## config.mk

```make
export PLATFORM = sky130hd
export DESIGN_NAME = fixed_block_pool_free_list
export DESIGN_NICKNAME = d
export VERILOG_FILES = /design/src/sv/fbp_pkg.sv /design/src/sv/fbp_ram.sv /design/src/sv/fbp_front.sv /design/src/sv/fbp_back.sv /design/src/sv/fixed_block_pool_free_list.sv
export VERILOG_INCLUDE_DIRS = /design/src /design/src/sv
export SDC_FILE = /design/constraint.sdc
export NUM_CORES = 2
export LEC_CHECK = 0
export BUFFER_PORTS_ARGS = -buffer_cell sky130_fd_sc_hd__buf_2
export CORE_MARGIN = 1.5
export CORE_UTILIZATION = 35
export CTS_BUF_LIST = sky130_fd_sc_hd__clkbuf_4
export CTS_CLUSTER_DIAMETER = 40
export DETAILED_ROUTE_END_ITERATION = 16
export GPL_TIMING_DRIVEN = 0
export SKIP_CTS_REPAIR_TIMING = 1
export SYNTH_ARGS = -nofsm -noshare
export SYNTH_HDL_FRONTEND = slang
export SYNTH_SLANG_ARGS = --single-unit
```

## constraint.sdc

```tcl
create_clock -name clk -period 25.9 [get_ports clk]
set_input_delay 2.59 -clock clk [delete_from_list [all_inputs] [get_ports clk]]
set_output_delay 2.59 -clock clk [all_outputs]
set_load 0.005 [all_outputs]
```

## src/sv/fixed_block_pool_free_list_macros.svh

```systemverilog
// Assertion macros shared by the fixed block pool free list RTL.
`ifndef FIXED_BLOCK_POOL_FREE_LIST_MACROS_SVH
`define FIXED_BLOCK_POOL_FREE_LIST_MACROS_SVH

`ifndef ASSERT_OFF
// Check a property on every clock edge outside reset.
`define FBP_ASSERT(lbl, prop) \
  lbl: assert property (@(posedge clk) disable iff (rst) prop) \
    else $error("fixed block pool: assertion failed");
// Check a property on every clock edge, reset included.
`define FBP_ASSERT_ALWAYS(lbl, prop) \
  lbl: assert property (@(posedge clk) prop) \
    else $error("fixed block pool: assertion failed");
`else
`define FBP_ASSERT(lbl, prop)
`define FBP_ASSERT_ALWAYS(lbl, prop)
`endif

`endif

```

## src/sv/fbp_pkg.sv

```systemverilog
// Package: types, constants and helpers of the fixed block pool free list.
`timescale 1ns / 1ps
package fbp_pkg;

  localparam int POOL_DEPTH = 256;
  localparam int IDX_W      = $clog2(POOL_DEPTH);
  localparam int LINK_W     = IDX_W + 1;
  localparam logic [LINK_W-1:0] LINK_NULL = LINK_W'(POOL_DEPTH);

  localparam int REQ_W   = 2;
  localparam int FIDX_W  = 8;
  localparam int BIDX_W  = 8;
  localparam int OFF_W   = 24;
  localparam int PSIZE_W = 9;
  localparam int OSIZE_W = 17;

  localparam logic [PSIZE_W-1:0] POOL_SIZE_RST   = 9'd256;
  localparam logic [OSIZE_W-1:0] OBJECT_SIZE_RST = 17'd64;
  localparam logic [OSIZE_W-1:0] MIN_OBJECT      = 17'd8;

  // Configuration register indexes
  localparam int CFG_IDX_W = 1;
  localparam logic [CFG_IDX_W-1:0] CFG_POOL_SIZE   = 1'b0;
  localparam logic [CFG_IDX_W-1:0] CFG_OBJECT_SIZE = 1'b1;

  // Request codes on the input channel
  localparam logic [REQ_W-1:0] REQ_ALLOC  = 2'd0;
  localparam logic [REQ_W-1:0] REQ_FREE   = 2'd1;
  localparam logic [REQ_W-1:0] REQ_REINIT = 2'd2;

  typedef enum logic [1:0] {
    OP_ALLOC  = 2'd0,
    OP_FREE   = 2'd1,
    OP_REINIT = 2'd2,
    OP_NOP    = 2'd3
  } op_t;

  typedef struct packed {
    op_t               op;
    logic [FIDX_W-1:0] idx;
  } cmd_t;

  // Blocks linked by an init walk: pool size clamped to the pool depth.
  function automatic logic [LINK_W-1:0] sat_pool(input logic [PSIZE_W-1:0] ps);
    logic [LINK_W-1:0] n;
    n = (32'(ps) > POOL_DEPTH) ? LINK_W'(POOL_DEPTH) : LINK_W'(ps);
    return n;
  endfunction

endpackage

```

## src/sv/fbp_ram.sv

```systemverilog
// Generic single-port-write, registered-read RAM.
`timescale 1ns / 1ps
module fbp_ram #(
  parameter int WIDTH = 8,
  parameter int DEPTH = 256
) (
  input  logic                     clk,
  input  logic                     we,
  input  logic [$clog2(DEPTH)-1:0] waddr,
  input  logic [WIDTH-1:0]         wdata,
  input  logic                     re,
  input  logic [$clog2(DEPTH)-1:0] raddr,
  output logic [WIDTH-1:0]         rdata
);

  logic [WIDTH-1:0] mem [DEPTH];

  always_ff @(posedge clk) begin
    if (we) begin
      mem[waddr] <= wdata;
    end
    if (re) begin
      rdata <= mem[raddr];
    end
  end

endmodule

```

## src/sv/fbp_front.sv

```systemverilog
// Front end: accept requests, classify them and queue commands for the executor.
`timescale 1ns / 1ps
module fbp_front import fbp_pkg::*; (
  input  logic              clk,
  input  logic              rst,
  input  logic              in_valid,
  output logic              in_ready,
  input  logic [REQ_W-1:0]  req_type,
  input  logic [FIDX_W-1:0] free_index,
  output logic              cmd_valid,
  input  logic              cmd_ready,
  output cmd_t              cmd
);

  cmd_t       q [2];
  logic       wr_ptr;
  logic       rd_ptr;
  logic [1:0] count;
  logic       push;
  logic       pop;
  cmd_t       cls;

  // Classify; a free of an index beyond the pool depth becomes a no-op.
  always_comb begin
    cls.idx = free_index;
    case (req_type)
      REQ_ALLOC:  cls.op = OP_ALLOC;
      REQ_FREE:   cls.op = (32'(free_index) < POOL_DEPTH) ? OP_FREE : OP_NOP;
      REQ_REINIT: cls.op = OP_REINIT;
      default:    cls.op = OP_NOP;
    endcase
  end

  assign in_ready  = (count != 2'd2);
  assign cmd_valid = (count != 2'd0);
  assign cmd       = q[rd_ptr];
  assign push      = in_valid && in_ready;
  assign pop       = cmd_valid && cmd_ready;

  always_ff @(posedge clk) begin
    if (push) begin
      q[wr_ptr] <= cls;
    end
  end

  always_ff @(posedge clk) begin
    if (rst) begin
      wr_ptr <= 1'b0;
      rd_ptr <= 1'b0;
      count  <= 2'd0;
    end else begin
      if (push) begin
        wr_ptr <= ~wr_ptr;
      end
      if (pop) begin
        rd_ptr <= ~rd_ptr;
      end
      case ({push, pop})
        2'b10:   count <= count + 2'd1;
        2'b01:   count <= count - 2'd1;
        default: count <= count;
      endcase
    end
  end

`include "fixed_block_pool_free_list_macros.svh"

  `FBP_ASSERT(a_front_empty_push_shows, (push && count == 2'd0) |=> cmd_valid)
  `FBP_ASSERT(a_front_no_push_when_full, (count == 2'd2) |-> !push)

endmodule

```

## src/sv/fbp_back.sv

```systemverilog
// Executor: run allocate, free and reinit against the link memory.
`timescale 1ns / 1ps
module fbp_back import fbp_pkg::*; (
  input  logic               clk,
  input  logic               rst,
  input  logic               cmd_valid,
  output logic               cmd_ready,
  input  cmd_t               cmd,
  input  logic [PSIZE_W-1:0] pool_size,
  input  logic [OSIZE_W-1:0] object_size,
  output logic               out_valid,
  input  logic               out_ready,
  output logic [BIDX_W-1:0]  block_index,
  output logic [OFF_W-1:0]   byte_offset,
  output logic               status
);

  typedef enum logic [1:0] {
    ST_IDLE = 2'b01,
    ST_LOOK = 2'b10
  } state_t;

  state_t            state;
  state_t            state_next;
  logic [IDX_W-1:0]  head_index;
  logic              list_empty;
  logic [LINK_W-1:0] init_count;
  logic [POOL_DEPTH-1:0] link_vld;

  logic [LINK_W-1:0] dflt_link;
  logic              vld_seen;
  logic [OFF_W-1:0]  prod;

  logic              out_free;
  logic              go;
  logic              alloc_hit;
  logic              ram_we;
  logic [LINK_W-1:0] ram_wdata;
  logic [LINK_W-1:0] ram_rdata;
  logic [LINK_W-1:0] succ;
  logic [LINK_W-1:0] nxt;
  logic [LINK_W-1:0] reinit_n;
  logic [OSIZE_W-1:0] osz;

  logic              load_out;
  logic [BIDX_W-1:0] out_idx_d;
  logic [OFF_W-1:0]  out_off_d;
  logic              out_stat_d;

  assign out_free  = !out_valid || out_ready;
  assign go        = (state == ST_IDLE) && cmd_valid && out_free;
  assign cmd_ready = go;
  assign alloc_hit = go && (cmd.op == OP_ALLOC) && !list_empty;

  assign ram_we    = go && (cmd.op == OP_FREE);
  assign ram_wdata = list_empty ? LINK_NULL : LINK_W'(head_index);

  fbp_ram #(
    .WIDTH (LINK_W),
    .DEPTH (POOL_DEPTH)
  ) u_link_ram (
    .clk   (clk),
    .we    (ram_we),
    .waddr (cmd.idx[IDX_W-1:0]),
    .wdata (ram_wdata),
    .re    (alloc_hit),
    .raddr (head_index),
    .rdata (ram_rdata)
  );

  // Link of an entry untouched since the last walk.
  assign succ     = LINK_W'(head_index) + LINK_W'(1);
  assign nxt      = vld_seen ? ram_rdata : dflt_link;
  assign reinit_n = sat_pool(pool_size);
  assign osz      = (object_size < MIN_OBJECT) ? MIN_OBJECT : object_size;

  always_comb begin
    state_next = state;
    case (state)
      ST_IDLE: if (alloc_hit) state_next = ST_LOOK;
      ST_LOOK: state_next = ST_IDLE;
      default: state_next = ST_IDLE;
    endcase
  end

  always_comb begin
    load_out   = 1'b0;
    out_idx_d  = '0;
    out_off_d  = '0;
    out_stat_d = 1'b0;
    if (state == ST_LOOK) begin
      load_out  = 1'b1;
      out_idx_d = BIDX_W'(head_index);
      out_off_d = prod;
    end else if (go && !alloc_hit) begin
      load_out   = 1'b1;
      out_stat_d = (cmd.op == OP_ALLOC);
    end
  end

  // Alloc issue stage: latch default link, valid bit and offset product; load the output register on load_out.
  always_ff @(posedge clk) begin
    if (alloc_hit) begin
      dflt_link <= (succ < init_count) ? succ : LINK_NULL;
      vld_seen  <= link_vld[head_index];
      prod      <= OFF_W'(head_index) * OFF_W'(osz);
    end
    if (load_out) begin
      block_index <= out_idx_d;
      byte_offset <= out_off_d;
      status      <= out_stat_d;
    end
  end

  always_ff @(posedge clk) begin
    if (rst) begin
      state      <= ST_IDLE;
      out_valid  <= 1'b0;
      head_index <= '0;
      list_empty <= (sat_pool(POOL_SIZE_RST) == '0);
      init_count <= sat_pool(POOL_SIZE_RST);
      link_vld   <= '0;
    end else begin
      state <= state_next;
      if (load_out) begin
        out_valid <= 1'b1;
      end else if (out_ready) begin
        out_valid <= 1'b0;
      end
      if (state == ST_LOOK) begin
        if (nxt >= LINK_NULL) begin
          list_empty <= 1'b1;
          head_index <= '0;
        end else begin
          head_index <= nxt[IDX_W-1:0];
        end
      end else if (go) begin
        case (cmd.op)
          OP_FREE: begin
            link_vld[cmd.idx[IDX_W-1:0]] <= 1'b1;
            head_index <= cmd.idx[IDX_W-1:0];
            list_empty <= 1'b0;
          end
          OP_REINIT: begin
            link_vld   <= '0;
            head_index <= '0;
            list_empty <= (reinit_n == '0);
            init_count <= reinit_n;
          end
          default: begin
          end
        endcase
      end
    end
  end

`include "fixed_block_pool_free_list_macros.svh"

  `FBP_ASSERT(a_back_look_slot_free, (state == ST_LOOK) |-> !out_valid)
  `FBP_ASSERT(a_back_look_one_cycle, (state == ST_LOOK) |=> (state == ST_IDLE && out_valid))
  `FBP_ASSERT(a_back_exhaust_zero, (out_valid && status) |-> (block_index == '0 && byte_offset == '0))

endmodule

```

## src/sv/fixed_block_pool_free_list.sv

```systemverilog
// Top level of the fixed block pool free list allocator.
`timescale 1ns / 1ps
// Usage
//   Request channel (in_valid/in_ready, req_type, free_index): each word is an
//   allocate, a free of free_index, or a reinit of the free list. Every word
//   gives exactly one result word on the out channel (out_valid/out_ready,
//   block_index, byte_offset, status); status is 1 when an allocate finds the
//   pool exhausted. Results come back in request order.
//   Config channel (cfg_valid/cfg_ready, cfg_index, cfg_data) is always ready;
//   index 0 is pool_size, index 1 is object_size. Both take effect at the
//   next reinit (pool_size) or at once for offsets (object_size). Write only
//   while the block is idle.
// Timing
//   A two-entry command queue sits between the front end and the executor.
//   The executor loads its result register on taking a free, a reinit or an
//   exhausted allocate; a successful allocate first passes through ST_LOOK
//   for the synchronous read of the link memory.
// Reset
//   Reset leaves the list linked 0..255 with head 0: per-entry
//   valid bits stand in for the init walk, so no clearing pass is needed.
//   When the receiver stalls, the result holds in the output register, the
//   queue fills, and in_ready drops after two more words.
module fixed_block_pool_free_list import fbp_pkg::*; (
  input  logic                 clk,
  input  logic                 rst,
  input  logic                 in_valid,
  output logic                 in_ready,
  input  logic [REQ_W-1:0]     req_type,
  input  logic [FIDX_W-1:0]    free_index,
  output logic                 out_valid,
  input  logic                 out_ready,
  output logic [BIDX_W-1:0]    block_index,
  output logic [OFF_W-1:0]     byte_offset,
  output logic                 status,
  input  logic                 cfg_valid,
  output logic                 cfg_ready,
  input  logic [CFG_IDX_W-1:0] cfg_index,
  input  logic [OSIZE_W-1:0]   cfg_data
);

  logic [PSIZE_W-1:0] pool_size;
  logic [OSIZE_W-1:0] object_size;
  logic               cmd_valid;
  logic               cmd_ready;
  cmd_t               cmd;

  // Config writes never stall.
  assign cfg_ready = 1'b1;

  always_ff @(posedge clk) begin
    if (rst) begin
      pool_size   <= POOL_SIZE_RST;
      object_size <= OBJECT_SIZE_RST;
    end else if (cfg_valid && cfg_ready) begin
      case (cfg_index)
        CFG_POOL_SIZE:   pool_size   <= cfg_data[PSIZE_W-1:0];
        CFG_OBJECT_SIZE: object_size <= cfg_data;
        default: begin
        end
      endcase
    end
  end

  // Front end: classify and queue requests.
  fbp_front u_front (
    .clk        (clk),
    .rst        (rst),
    .in_valid   (in_valid),
    .in_ready   (in_ready),
    .req_type   (req_type),
    .free_index (free_index),
    .cmd_valid  (cmd_valid),
    .cmd_ready  (cmd_ready),
    .cmd        (cmd)
  );

  // Executor: owns the head, the link memory and the output register.
  fbp_back u_back (
    .clk         (clk),
    .rst         (rst),
    .cmd_valid   (cmd_valid),
    .cmd_ready   (cmd_ready),
    .cmd         (cmd),
    .pool_size   (pool_size),
    .object_size (object_size),
    .out_valid   (out_valid),
    .out_ready   (out_ready),
    .block_index (block_index),
    .byte_offset (byte_offset),
    .status      (status)
  );

endmodule
```

==> flow_metrics.env <==
export IMPL_status="finished with violations"
export IMPL_violations="capacitance limit, slew limit"
export IMPL_worstHoldEndpoint="u_back.link_vld[34]$_SDFFE_PP0P_"
export IMPL_grt_max_degree=82
export IMPL_synth_cell_types=70
export IMPL_dr_total_vias=68900
export IMPL_layout_common_cells="2400 x edfxtp_1, 982 x clkbuf_4, 663 x nor2_1"
export IMPL_place_inst=10500
export IMPL_avgSynthCellArea_um2=17.5
export IMPL_relSlewSlack_pct=-9.34
export IMPL_hold_path_depth=2
export IMPL_finalSetupViolCount=0
export IMPL_path_class="reg -> reg"
export IMPL_worstReg2RegEnd="u_back.prod[23]$_DFFE_PP_"
export IMPL_tightest_slew_ps=1640
export IMPL_max_freq_mhz=105
export IMPL_drc=0
export IMPL_netlist_instances=6237
export IMPL_rrSetupSlack_ps=16420
export IMPL_dp_hpwl_mm=275
export IMPL_detail_route_wl_per_cell_um=35.2
export IMPL_hold_viol=0
export IMPL_cp_arrival_ps=10600
export IMPL_port_buffers=64
export IMPL_fin_crit_sh_pct=36.6
export IMPL_synthTopCellsByArea="edfxtp_1 66%, mux4_2 11%, dfxtp_1 5.6%"
export IMPL_cts_made_buffers=690
export IMPL_grt_total_usage_pct=25.4
export IMPL_leakage_nw=40.7
export IMPL_worst_r2r_path_depth=22
export IMPL_clkLatencyLatePin_ps=1450
export IMPL_cts_root_buf="clkbuf_4"
export IMPL_max_stage_delay_ps=1040
export IMPL_crit_path_frequent_cell="fa_1"
export IMPL_synth_async_sr_flop_share_pct=0
export IMPL_drt_pass1_iter_count=6
export IMPL_layout_nets=7232
export IMPL_cts_sinks=2708
export IMPL_antenna_left=0
export IMPL_min_from="u_back.link_vld[34]$_SDFFE_PP0P_"
export IMPL_synthesis_nets=6415
export IMPL_cp_end_kind="flop"
export IMPL_area_growth_pct=14.4
export IMPL_power_w=0.0134
export IMPL_start_util_pct=35.3
export IMPL_cp_required_ps=27020
export IMPL_dpl_cell_area_um2=116000
export IMPL_grt_pass1_vias=66000
export IMPL_drt_initial_drc_count=12200
export IMPL_ys_flop_type="edfxtp_1"
export IMPL_htree_levels=6
export IMPL_cts_tree="yes"
export IMPL_yosysWarnings=0
export IMPL_multiInputGateArea_um2=28500
export IMPL_rsz0062_at_grt="no"
export IMPL_seq_area_um2=78200
export IMPL_synth_edf_count=2400
export IMPL_max_clock_path_buffers=4
export IMPL_ys_seq_area_share_pct=71.6
export IMPL_hold_path_class="reg -> reg"
export IMPL_drive_gt1_share_pct=26.0
export IMPL_synth_seq_cells=2708
export IMPL_io_pins=69
export IMPL_fp_dieW_um=562
export IMPL_grt_overflow=0
export IMPL_synth_largest_area_cell="edfxtp_1"
export IMPL_final_area_um2=125000
export IMPL_crit_chain="buf_2 -> buf_2 -> buf_2 -> buf_1 -> clkbuf_1 -> clkbuf_1 -> nand2_1 -> fa_1 -> fa_1 -> inv_1 -> fa_1 -> inv_1 -> fa_1 -> inv_1 -> ha_1 -> o21a_1 -> o31ai_1 -> a211oi_1 -> nor3b_1 -> nor4b_1 -> or3b_2 -> nand3_1"
export IMPL_critical_path_slowest_cell="buf_1"
export IMPL_dieArea_um2=316000
export IMPL_post_route_min_period_ps=9480
export IMPL_finalMaxSlewViolations=113
export IMPL_final_cells=11700
export IMPL_critPathBufInv=9
export IMPL_avgViaCountPerCell=5.90
export IMPL_crit_family="buffers and inverters"
export IMPL_rows=204
export IMPL_core_area_um2=310000
export IMPL_tns_ps=0
export IMPL_worst_path_max_fanout=10
export IMPL_synth_area_um2=109000
export IMPL_final_common_cell="edfxtp_1"
export IMPL_skew_ps=172
export IMPL_critPathLaunchType="flop"
export IMPL_powerDensity_nw_per_um2=108
export IMPL_clk_pin_slew_worst_paths_ps=70
export IMPL_r2r_start="u_back.head_index[2]$_SDFFE_PP0P_"
export IMPL_n_fill_cell=28300
export IMPL_gp_congestion=0.979
export IMPL_vdd_drop_max_mv=0.0700
export IMPL_finalWirelength_mm=411
export IMPL_die_h_um=562
export IMPL_drv_cap=13
export IMPL_antenna_found_initial=43
export IMPL_grt_pass1_wl_mm=545
export IMPL_synth_top_cell_area_share_pct=65.9
## power by group
| group | switching, W | internal, W | total (W) |
|---|---|---|---|
| logic | 0.00326 | 0.00120 | 0.00446 |
| registers | 0.0000388 | 0.00522 | 0.00526 |
| clock network | 0.00181 | 0.00192 | 0.00373 |
## kinds of logic (layout without fill, tap and decap cells)
kind of cell               after synthesis  count (layout)  synth area share (%)
adders and majority gates              145             145                  2.27
and+or+nand+nor                       1148            1148                  4.59
buffers and inverters                  522            1830                  2.39
AOI/OAI and AO/OA                      865             865                  5.05
muxes                                  819             819                  13.9
DFF                                   2708            2708                  71.6
xor gates and xnor gates                29              29                 0.232
other                                    1              21               0.00343
## synthesized netlist by cell type, drive strengths merged, types with 13 or more instances
master / number
nor3: 33
a211oi: 30
o31ai: 16
dfxtp: 308
mux2i: 244
nor2: 671
and3: 27
and2: 106
clkbuf: 224
nand3: 20
a221oi: 57
nor2b: 39
fa: 89
xnor2: 21
a221o: 29
edfxtp: 2400
o211ai: 13
buf: 172
nand2: 187
mux4: 555
inv: 126
mux2: 20
o21ai: 83
a21oi: 404
ha: 56
a22oi: 141
## through the flow
| step | hold slack (ps) | util (%) | worst slack, ps |
|---|---|---|---|
| 3_3_place_gp | 441 | 37.0 | 5360 |
| 2_1_floorplan | 431 | - | 15860 |
| 6_report | 464 | 40.3 | 16420 |
| 4_1_cts | 469 | 40.3 | 16730 |
| 5_1_grt | 487 | 40.3 | 16340 |
| 3_5_place_dp | 453 | 37.5 | 16790 |
## how the worst max path moves through the flow
stage / slack [ps] / endpoint / startpoint / cells after the start
2_1_floorplan: 15860 / u_back.u_link_ram.mem[0][4]$_DFFE_PP_ / u_back.list_empty$_SDFFE_PP0P_ / 2
3_5_place_dp: 16790 / u_back.prod[23]$_DFFE_PP_ / u_back.head_index[2]$_SDFFE_PP0P_ / 22
4_1_cts: 16730 / u_back.prod[23]$_DFFE_PP_ / u_back.head_index[2]$_SDFFE_PP0P_ / 22
5_1_grt: 16340 / u_back.prod[20]$_DFFE_PP_ / u_back.head_index[2]$_SDFFE_PP0P_ / 22
6_report: 16420 / u_back.prod[23]$_DFFE_PP_ / u_back.head_index[2]$_SDFFE_PP0P_ / 22
3_3_place_gp: 5360 / u_back.u_link_ram.mem[192][0]$_DFFE_PP_ / u_back.list_empty$_SDFFE_PP0P_ / 2
## worst register-to-register path, cell delays in order (launching register included)
cell and delay, ps:
dfxtp_1 360, buf_2 480, buf_2 600, buf_2 810, buf_1 1050, clkbuf_1 930
clkbuf_1 500, nand2_1 160, fa_1 530, fa_1 560, inv_1 60, fa_1 470
inv_1 50, fa_1 470, inv_1 40, ha_1 330, o21a_1 130, o31ai_1 170
a211oi_1 240, nor3b_1 550, nor4b_1 160, or3b_2 490, nand3_1 160
## per-layer routing
layer	track usage, %	share of wire, %
met1	32.2	36
met2	35.6	42
met3	10.3	15
met4	16.7	7.3
met5	0.301	0.082
## flip-flops by register name, summed over array words and instances (netlist names), 17 cells and up, named ones only
signal                 flops
u_back.prod               24
u_front.q                 20
object_size               17
u_back.byte_offset        24
u_back.link_vld          256
u_back.u_link_ram.mem   2304
## cell type report
type                       instances  area share, %
antenna                           20         0.0400
multi-input combinational       3007           22.8
clock inverter                   201           1.09
timing repair buffer             125           1.31
buffer                           396           1.74
tap                             4120           4.12
sequential                      2708           62.6
clock buffer                     982           5.90
inverter                         126          0.378
No activity file was read; power rests on OpenSTA's default activity.
